===== src/rtl/core/b32pf_pkg.sv =====
// Shared constants, codes, control structs and the character decoder of the prefix filter.
package b32pf_pkg;

    localparam int MAX_ENTRIES_DEF      = 256;
    localparam int FILTER_CHARS_DEF     = 51;
    localparam int MAX_PREFIX_CHARS_DEF = 55;
    localparam int KEY_BITS             = 256;
    localparam int CHAR_BITS            = 5;

    localparam logic [1:0] CMD_WRITE_CHAR = 2'd0;
    localparam logic [1:0] CMD_COMMIT     = 2'd1;
    localparam logic [1:0] CMD_LOOKUP     = 2'd2;
    localparam logic [1:0] CMD_NONE       = 2'd3;

    localparam logic [1:0] ST_OK       = 2'd0;
    localparam logic [1:0] ST_BAD_CHAR = 2'd1;
    localparam logic [1:0] ST_BAD_LEN  = 2'd2;
    localparam logic [1:0] ST_EMPTY    = 2'd3;

    typedef struct packed {
        logic       capture;
        logic       char_we;
        logic       cnt_we;
        logic       res_load;
        logic [1:0] res_status;
        logic       res_hit;
        logic       out_load;
    } b32pf_cmd_t;

    typedef struct packed {
        logic [1:0] command;
        logic       char_ok;
        logic       pos_ok;
        logic       ent_ok;
        logic       len_ok;
        logic       tbl_empty;
        logic       match;
        logic       out_busy;
    } b32pf_sts_t;

    // {valid, value}: a-z give 0..25, 2-7 give 26..31
    function automatic logic [5:0] b32_decode(input logic [7:0] c);
        logic [7:0] d;
        d = 8'd0;
        if (c >= 8'h61 && c <= 8'h7A)
        begin
            d = c - 8'h61;
            return {1'b1, d[4:0]};
        end
        if (c >= 8'h32 && c <= 8'h37)
        begin
            d = c - 8'h32 + 8'd26;
            return {1'b1, d[4:0]};
        end
        return {1'b0, d[4:0]};
    endfunction

endpackage


===== src/rtl/core/b32pf_ctrl.sv =====
// Controller of the prefix filter: command sequencing and the table scan counters.
module b32pf_ctrl import b32pf_pkg::*; #(
    parameter int MAX_ENTRIES = MAX_ENTRIES_DEF,
    localparam int AW = (MAX_ENTRIES > 1) ? $clog2(MAX_ENTRIES) : 1,
    localparam int CW = $clog2(MAX_ENTRIES + 1)
) (
    input  logic          clk,
    input  logic          rst_n,
    input  logic          req_valid,
    output logic          req_ready,
    input  b32pf_sts_t    sts,
    input  logic [CW-1:0] scan_lim,
    output b32pf_cmd_t    cmd,
    output logic [AW-1:0] rd_addr
);

    localparam logic [1:0] S_IDLE = 2'd0;
    localparam logic [1:0] S_EXEC = 2'd1;
    localparam logic [1:0] S_SCAN = 2'd2;
    localparam logic [1:0] S_DONE = 2'd3;

    logic [1:0]    state_reg, state_next;
    logic [CW-1:0] issue_cnt_reg, issue_cnt_next;
    logic          cmp_vld_reg, cmp_vld_next;
    logic          cmp_last_reg, cmp_last_next;
    logic          issue_stop_reg, issue_stop_next;

    assign rd_addr   = issue_cnt_reg[AW-1:0];
    assign req_ready = (state_reg == S_IDLE);

    always_comb
    begin
        state_next      = state_reg;
        issue_cnt_next  = issue_cnt_reg;
        cmp_vld_next    = cmp_vld_reg;
        cmp_last_next   = cmp_last_reg;
        issue_stop_next = issue_stop_reg;
        cmd             = '0;
        unique case (state_reg)
            S_IDLE:
            begin
                if (req_valid)
                begin
                    cmd.capture = 1'b1;
                    state_next  = S_EXEC;
                end
            end
            S_EXEC:
            begin
                unique case (sts.command)
                    CMD_WRITE_CHAR:
                    begin
                        cmd.char_we    = sts.char_ok && sts.pos_ok && sts.ent_ok;
                        cmd.res_load   = 1'b1;
                        cmd.res_status = sts.char_ok ? ST_OK : ST_BAD_CHAR;
                        state_next     = S_DONE;
                    end
                    CMD_COMMIT:
                    begin
                        cmd.cnt_we     = sts.len_ok && sts.ent_ok;
                        cmd.res_load   = 1'b1;
                        cmd.res_status = sts.len_ok ? ST_OK : ST_BAD_LEN;
                        state_next     = S_DONE;
                    end
                    CMD_LOOKUP:
                    begin
                        if (sts.tbl_empty)
                        begin
                            cmd.res_load   = 1'b1;
                            cmd.res_status = ST_EMPTY;
                            state_next     = S_DONE;
                        end
                        else
                        begin
                            issue_cnt_next  = '0;
                            cmp_vld_next    = 1'b0;
                            cmp_last_next   = 1'b0;
                            issue_stop_next = 1'b0;
                            state_next      = S_SCAN;
                        end
                    end
                    CMD_NONE:
                    begin
                        cmd.res_load   = 1'b1;
                        cmd.res_status = ST_OK;
                        state_next     = S_DONE;
                    end
                    default:
                    begin
                        state_next = S_IDLE;
                    end
                endcase
            end
            S_SCAN:
            begin
                // issue one row a cycle, compare the row read the cycle before
                if (!issue_stop_reg)
                begin
                    issue_cnt_next  = issue_cnt_reg + CW'(1);
                    cmp_vld_next    = 1'b1;
                    cmp_last_next   = (issue_cnt_reg == scan_lim - CW'(1));
                    issue_stop_next = (issue_cnt_reg == scan_lim - CW'(1));
                end
                else
                begin
                    cmp_vld_next = 1'b0;
                end
                if (cmp_vld_reg && (sts.match || cmp_last_reg))
                begin
                    cmd.res_load   = 1'b1;
                    cmd.res_status = ST_OK;
                    cmd.res_hit    = sts.match;
                    state_next     = S_DONE;
                end
            end
            S_DONE:
            begin
                if (!sts.out_busy)
                begin
                    cmd.out_load = 1'b1;
                    state_next   = S_IDLE;
                end
            end
            default:
            begin
                state_next = S_IDLE;
            end
        endcase
    end

    always_ff @(posedge clk or negedge rst_n)
    begin
        if (!rst_n)
        begin
            state_reg      <= S_IDLE;
            issue_cnt_reg  <= '0;
            cmp_vld_reg    <= 1'b0;
            cmp_last_reg   <= 1'b0;
            issue_stop_reg <= 1'b0;
        end
        else
        begin
            state_reg      <= state_next;
            issue_cnt_reg  <= issue_cnt_next;
            cmp_vld_reg    <= cmp_vld_next;
            cmp_last_reg   <= cmp_last_next;
            issue_stop_reg <= issue_stop_next;
        end
    end

    a_one_table_write: assert property (@(posedge clk) disable iff (!rst_n)
        !(cmd.char_we && cmd.cnt_we))
        else $error("character and count written together");

    a_hit_from_scan: assert property (@(posedge clk) disable iff (!rst_n)
        cmd.res_hit |-> (state_reg == S_SCAN && cmp_vld_reg && sts.match))
        else $error("hit reported outside a valid compare");

    a_accept_to_exec: assert property (@(posedge clk) disable iff (!rst_n)
        (req_valid && req_ready) |=> (state_reg == S_EXEC))
        else $error("accepted item not executed");

    a_out_load_free: assert property (@(posedge clk) disable iff (!rst_n)
        cmd.out_load |-> (state_reg == S_DONE && !sts.out_busy))
        else $error("result overwrites a waiting response");

endmodule


===== config.mk =====
export PLATFORM = sky130hd
export DESIGN_NAME = b32pf_ctrl
export DESIGN_NICKNAME = d
export VERILOG_FILES = /design/src/rtl/core/b32pf_pkg.sv /design/src/rtl/core/b32pf_ctrl.sv
export SDC_FILE = /design/constraint.sdc
export NUM_CORES = 1
export LEC_CHECK = 0
export BUFFER_PORTS_ARGS = -buffer_cell sky130_fd_sc_hd__clkbuf_2
export CAP_MARGIN = 20
export CORE_MARGIN = 4
export CORE_UTILIZATION = 45
export CTS_BUF_LIST = sky130_fd_sc_hd__clkbuf_16
export CTS_CLUSTER_DIAMETER = 100
export DETAILED_ROUTE_END_ITERATION = 16
export PLACE_DENSITY = 0.72
export SYNTH_ARGS = -nofsm -noshare
export SYNTH_HDL_FRONTEND = slang
export SYNTH_SLANG_ARGS = --single-unit

===== constraint.sdc =====
create_clock -name clk -period 3.2 [get_ports clk]
set_clock_uncertainty 0.15 [all_clocks]
set_input_delay 0.16 -clock clk [delete_from_list [all_inputs] [get_ports clk]]
set_output_delay 0.16 -clock clk [all_outputs]
set_load 0.1 [all_outputs]

### Word level (Yosys, flattened, before mapping)

Cells that the tools add are included.

| storage, ports and cells | value |
|---|---|
| register bits | 14 |
| latch bits | 0 |
| RAM bits | 0 |
| ROM bits | 0 |
| output and inout port bits | 17 |
| logic and storage cells | 64 |
| memories | 0 |

| cells by class | value |
|---|---|
| add/sub/neg operators | 2 |
| multiply operators | 0 |
| divide/modulo/power cells | 0 |
| order comparisons | 0 |
| equality and inequality tests | 13 |
| shifts and indexed selects | 0 |
| muxes and demuxes | 32 |
| bitwise logic cells | 0 |
| reduce and logical (&&, ||, !) cells | 12 |

Operators with widths:

| operator | count |
|---|---|
| $mux W9 | 3 |
| $pmux W9 S2 | 1 |
| $mux W1 | 14 |
| $pmux W3 S4 | 1 |
| $mux W2 | 5 |
| $ne A2 B2 Y1 const B | 5 |
| $add A9 B1 Y9 const B | 1 |
| $eq A9 B9 Y1 | 1 |
| $sub A9 B1 Y9 const B | 1 |
| $eq A2 B2 Y1 const B | 4 |
| $pmux W2 S4 | 1 |
| $pmux W1 S2 | 3 |
| $pmux W3 S2 | 1 |
| $reduce_and A3 Y1 | 2 |
| $eq A2 B1 Y1 const B | 2 |
| $logic_and A1 B1 Y1 | 4 |
| $logic_not A2 Y1 | 2 |
| $mux W4 | 1 |
| $pmux W2 S2 | 1 |
| $reduce_and A4 Y1 | 1 |
| $mux W3 | 1 |
| $reduce_or A3 Y1 | 1 |
| $ne A2 B1 Y1 const B | 1 |
| $reduce_bool A2 Y1 | 1 |
| $logic_or A1 B1 Y1 | 1 |

### Depth between registers and ports, before layout

Gate-level depths: netlist of run 1.

| depth | value |
|---|---|
| depth after elaboration | 4 |
| mapped depth | 8 |
| gate-level depth less buffers | 7 |

### Worst setup path before layout of run 1

No wires, ideal clock.

| timing path | value |
|---|---|
| kind | register -> output |
| from | register state_reg[1] |
| to | output cmd[2] (netlist bit) |
| data arrival time | 3901 ps |
| required time | 2890 ps |
| slack | -1011 ps |
| cell stages (with the launch flop) | 5 |
| path buffers | 0 |
| path through | dfrtp_1 -> inv_1 -> ha_1 -> inv_1 -> nor4b_1 |

RTL lines:

| what | line | RTL |
|---|---|---|
| start, declared | b32pf_ctrl.sv:22 | `logic [1:0] state_reg, state_next;` |
| start signal, assigned | b32pf_ctrl.sv:143 | `state_reg <= state_next;` |
| end, declared | b32pf_ctrl.sv:13 | `output b32pf_cmd_t cmd,` |

==> reports/metrics.cfg, run 1 <==
[sta]
rsz0062_at_grt = no
max_freq_mhz = 449.8
setup_violations = 0
worst_pin_slew_ps = 551.9
hold_violations = 0
drv_slew = 0
min_period_ps = 2223
period_share = 0.6947
worst_slew_margin_rel = 0.6286
setup_tns_ps = 0

[clocking]
clock-root-buffer = clkbuf_16
cts_made_buffers = 3
cts_tree = built
post_cts_buffers = 0
cts_resized = 0
cts_hold_buf = 1
cts.sinks = 14
clockBufferDepth = 2
clk_latency_ps = 240
htree_levels = 1
cts.clk_slew.worst_paths_ps = 40

[critical_path]
cpMostUsedCell = inv_1
crit_chain = inv_1, ha_1, inv_1, nor2_1, o21a_1, clkbuf_2
slowest_delay_ps = 450
rr_worst_depth = 5
required_ps = 2890
slowest_stage = clkbuf_2
critPathTopFamily = buffers and inverters
crit_arrival_ps = 1910
start_kind = flip-flop
crit_buf_inv = 3
cp.depth = 6
path_max_fanout = 4
path_class = flip-flop to output pin
cp-end-kind = output pin

[pwr]
p_int_uw = 552.9
p_seq_frac = 0.213
power_density_nw_per_um2 = 832.0
power_switching_uw = 642.2
p_leak_uw = 0.0007064
switching_share = 0.5374
ir_worst_vdd_v = 0.0007275
pwr-share-comb = 0.592
p_clk_frac = 0.195

[logic_synthesis]
synth_cells = 145
yosys_warnings = 0
synthArstFlopShare = 1.000
synth_area_um2 = 1172
synthFlopType = dfrtp_1
synth_cell_types = 40
seq_area_frac_synth = 0.2988
syn_nets = 172
synth_edf_count = 0
synth_seq_cells = 14
postSynthAreaPerCell_um2 = 8.085

[hold_path]
hold_class = primary input to async pin

[route]
firstDrtPassIters = 4
drcViolationCount = 0
vias = 1145
detail-route-antenna-nets = 0
drt_iter0_markers = 68
viasPerCell = 5.505
wl_per_cell_um = 14.23
wl_um = 2960

[floorplan]
core_area_um2 = 2477
num_io_pins = 38
rows = 18
die-width_um = 59.04
dieArea_um2 = 3486
initial_utilization = 0.4732
dieHeight_um = 59.04

[final_layout]
seqCellArea_um2 = 350.3
layout.nets = 206
fillCellCount = 223
drive_above_1_share = 0.2640
final_common_cell = clkbuf_2
multi_input_area_um2 = 721.9
post-route-util = 0.5798
syn_to_final_growth_pct = 22.52
final_cell_mix = clkbuf_2 (37), o21ai_0 (18), dfrtp_1 (14), inv_1 (12), nand2_1 (12)
diodes = 0
largest_reg_flops = 9
final_cells = 208

[grt]
grt_pass1_wl_um = 5202
grt.overflow.total = 0
antenna_found_initial = 0
grt_pass1_vias = 1209
grt_max_degree = 17
globalRouteTotalUtil = 0.1911

[outcome]
status = finished, final reports clean

[placed_design]
dp_cells = 203
port-buffer-count = 37
place_congestion = 0.9176
hpwlAfterDp_um = 2353

[flow_run]
maxCapViolations = 0

## through the flow
step	hold WS [ps]	power (uW)	cell area, um2	worst slack [ps]
6_report	206.3	1195	1436	976.9
2_1_floorplan	-285.6	847.8	1185	368.9
5_1_grt	212.8	1261	1436	864.1
3_5_place_dp	-65.91	958.6	1348	834.9
3_3_place_gp	-69.28	939.2	1348	923.0
4_1_cts	202.4	1202	1436	980.2
## layout make-up
cell class | instances | share of cell area
Clock buffer | 3 | 0.05226
Clock inverter | 1 | 0.002613
Inverter | 12 | 0.03136
Multi-Input combinational cell | 109 | 0.5026
Sequential cell | 14 | 0.2439
Tap cell | 30 | 0.02613
Timing Repair Buffer | 39 | 0.1411
## final timing paths
kind	to	slack (ps)	startpoint
max in group asynchronous	state_reg[0]	2420	rst_n
setup / recovery	cmd[4]	980	state_reg[1]
hold / removal	issue_cnt_reg[3]	210	rst_n
setup reg to reg	cmp_last_reg	1180	issue_cnt_reg[7]
min in group clk	state_reg[0]	210	sts[0]
hold reg to reg	cmp_vld_reg	360	cmp_vld_reg
## per-layer routing
metal,vias to the layer above,GRT usage,part of all wire
met3,6,0.02179,0.054
li1,569,-,-
met2,38,0.3423,0.52
met5,-,0,0
met4,0,0.1036,0.016
met1,532,0.2195,0.41
## logic make-up after synthesis
family          count (synthesis)  synth area share
simple gates                   53            0.2476
mux                             1          0.008538
buf+inv                        22           0.09605
xor+xnor                       12           0.08965
compound gates                 37            0.1953
flops                          14            0.2988
fa+ha+maj                       6           0.06403
## synth_stat cells, types with 2 or more instances
cell type / count / area share
o21ai_0: 18 / 0.077
dfrtp_1: 14 / 0.30
inv_1: 12 / 0.038
nand2_1: 12 / 0.038
nor2_1: 11 / 0.035
buf_4: 8 / 0.051
xnor2_1: 8 / 0.060
a21oi_1: 6 / 0.026
ha_1: 6 / 0.064
and3_1: 5 / 0.027
nand2b_1: 5 / 0.027
xor2_1: 4 / 0.030
nand3_1: 3 / 0.013
nor4_1: 3 / 0.016
nor4b_1: 3 / 0.022
clkbuf_1: 2 / 0.0064
nor3_1: 2 / 0.0085
## power by group through the flow
stage                     clock [uW]  combinational [uW]  sequential, uW
after floorplan                    0                 603             245
after global placement             0                 685             254
after detailed placement           0                 703             255
after CTS                        239                 709             254
after global routing             245                 755             261
final                            233                 707             255
Power figures use the tool's default switching activity.
==> run 2, diff against run 1 <==
- ABC_AREA: unset -> 1
- PLACE_DENSITY: 0.72 -> 0.74
- clock period: 3.2 -> 2 ns (I/O delays scaled with it)
==> run 2 against run 1 <==
Net effect: synthesized cell count increased by 37%; non-clock buffer count unchanged; register-to-register slack got worse by 1000 ps; setup slack got worse by 860 ps; power increased by 65%; sequential share of layout area decreased by 3.1 points; synthesized area increased by 9.6%; core utilization increased by 2.2 points; hold slack got worse by 160 ps; die area increased by 8.3%.
==> reports/metrics.cfg, run 2 <==
[final_layout]
fillCellCount = 259
diodes = 0
final_cell_mix = nand2_1 (56), clkbuf_2 (31), inv_1 (28), nand3_1 (15), dfrtp_1 (14)
drive_above_1_share = 0.2918
layout.nets = 261
final_cells = 264
fin_area_um2 = 1644
largest_reg_flops = 9
final_common_cell = nand2_1
syn_to_final_growth_pct = 27.95

[pwr]
p_clk_frac = 0.194
power_density_nw_per_um2 = 1203
ir_worst_vdd_v = 0.001269
pwr-share-comb = 0.614
power_switching_uw = 1061
p_leak_uw = 0.0008687
p_seq_frac = 0.193
p_int_uw = 916.5
total_power_uw = 1977
switching_share = 0.5364

[sta]
rsz0062_at_grt = no
min_period_ps = 1881
setup_tns_ps = 0
hold_violations = 0
whs_ps = 50.13
setup_violations = 0
period_share = 0.9405
worst_pin_slew_ps = 542.9
max_freq_mhz = 531.6
drv_slew = 0
worst_slew_margin_rel = 0.6396

[clocking]
cts.sinks = 14
cts_tree = built
clk_latency_ps = 250
cts_made_buffers = 3
clock-root-buffer = clkbuf_16
htree_levels = 1
clockBufferDepth = 2
post_cts_buffers = 0
cts.clk_slew.worst_paths_ps = 40

[critical_path]
path_max_fanout = 5
cp-end-kind = output pin
path_class = flip-flop to output pin
crit_arrival_ps = 1630
required_ps = 1750
reg2reg_setup_slack_ps = 170
start_kind = flip-flop

[logic_synthesis]
syn_nets = 225
synth_top_area_share = 0.2726
seq_area_frac_synth = 0.2726
synthTopCellsByArea = dfrtp_1 (27%), nand2_1 (16%), inv_1 (8.2%)
synth_cells = 198
synth_edf_count = 0
synth_area_um2 = 1285
yosys.cell_count.top_type = nand2_1
synth_top_cell_by_area = dfrtp_1
synthFlopType = dfrtp_1
synth_common_cells = nand2_1 (56), inv_1 (28), nor2_1 (17)
yosys_warnings = 0
synth_seq_cells = 14
synth_cell_types = 28
postSynthAreaPerCell_um2 = 6.490
synthArstFlopShare = 1.000

[grt]
globalRouteTotalUtil = 0.1727
antenna_found_initial = 0
grt_pass1_vias = 1200
grt.overflow.total = 0
grt_max_degree = 15
grt_pass1_wl_um = 4802

[hold_path]
hold_class = primary input to flip-flop

[placed_design]
port-buffer-count = 37
dp_cells = 259
post_dp_cell_area_um2 = 1553
place_congestion = 0.8203
hpwlAfterDp_um = 2375

[route]
drt_iter0_markers = 39
wl_um = 2796
viasPerCell = 4.777
detail-route-antenna-nets = 0
wl_per_cell_um = 10.59
vias = 1261
firstDrtPassIters = 4
drcViolationCount = 0

[outcome]
status = finished, final reports clean

[flow_run]
maxCapViolations = 0

[floorplan]
dieHeight_um = 61.44
initial_utilization = 0.4700
num_io_pins = 38
dieArea_um2 = 3774
die-width_um = 61.44
core_area_um2 = 2734
rows = 19

run 2: cell type report:
type | instances | area (um2) | area share
Multi-Input combinational cell | 137 | 762.0 | 0.4635
Sequential cell | 14 | 350.3 | 0.2131
Timing Repair Buffer | 39 | 267.8 | 0.1629
Inverter | 39 | 146.4 | 0.08904
Clock buffer | 3 | 75.07 | 0.04566
Tap cell | 31 | 38.79 | 0.02359
Clock inverter | 1 | 3.754 | 0.002283
run 2: repair_timing:
action | CTS | global route
endpoints found under the hold margin | 14 | 0
resized for setup | 0 | 1
endpoints found under the setup margin | 0 | 2
hold buffers | 1 | 0
run 2: per-stage QoR:
stage / setup slack, ps / util
global route: 0.3018 / 0.6014
floorplan: -356.5 / -
CTS: 42.24 / 0.6005
finish: 119.0 / 0.6014
detailed placement: 157.4 / 0.5680
global placement: 240.7 / 0.5680
run 2: cell families (layout without fill, tap and decap cells):
| group | after synthesis | in the layout | share of synthesized area |
|---|---|---|---|
| and+or+nand+nor | 96 | 96 | 0.3213 |
| buffers and inverters | 47 | 82 | 0.1607 |
| AOI/OAI and AO/OA | 29 | 29 | 0.1461 |
| DFF | 14 | 14 | 0.2726 |
| adders and majority gates | 6 | 6 | 0.05842 |
| xor gates and xnor gates | 6 | 6 | 0.04090 |
run 2: path summary, 6_finish.rpt:
check / startpoint / end / cells after the start
worst max-delay path: state_reg[0] / cmd[4] / 5
worst min-delay path: req_valid / state_reg[1] / 3
worst max register to register: state_reg[0] / issue_cnt_reg[8] / 8
worst min register to register: cmp_last_reg / cmp_last_reg / 2
max in group asynchronous: rst_n / issue_cnt_reg[3] / 2
min in group asynchronous: rst_n / issue_cnt_reg[7] / 2
run 2: layer usage:
metal / wire length [um] / vias up / track usage
li1: - / 680 / -
met1: 1196 / 539 / 0.1930
met2: 1348 / 36 / 0.3142
met3: 180 / 6 / 0.03145
met4: 70 / 0 / 0.08182
met5: 0 / - / 0
run 2: critical path, stage by stage (launching register included):
cell and delay, ps:
dfrtp_1 410, inv_1 110, ha_1 320, nand2_1 180, a21oi_4 170, buf_12 190
run 2: power groups by stage:
stage / Combinational (uW) / Clock [uW] / Sequential [uW]
2_1_floorplan: 979 / 0 / 374
5_1_grt: 1320 / 398 / 391
6_report: 1210 / 383 / 381
4_1_cts: 1220 / 389 / 380
3_3_place_gp: 1200 / 0 / 381
3_5_place_dp: 1210 / 0 / 385
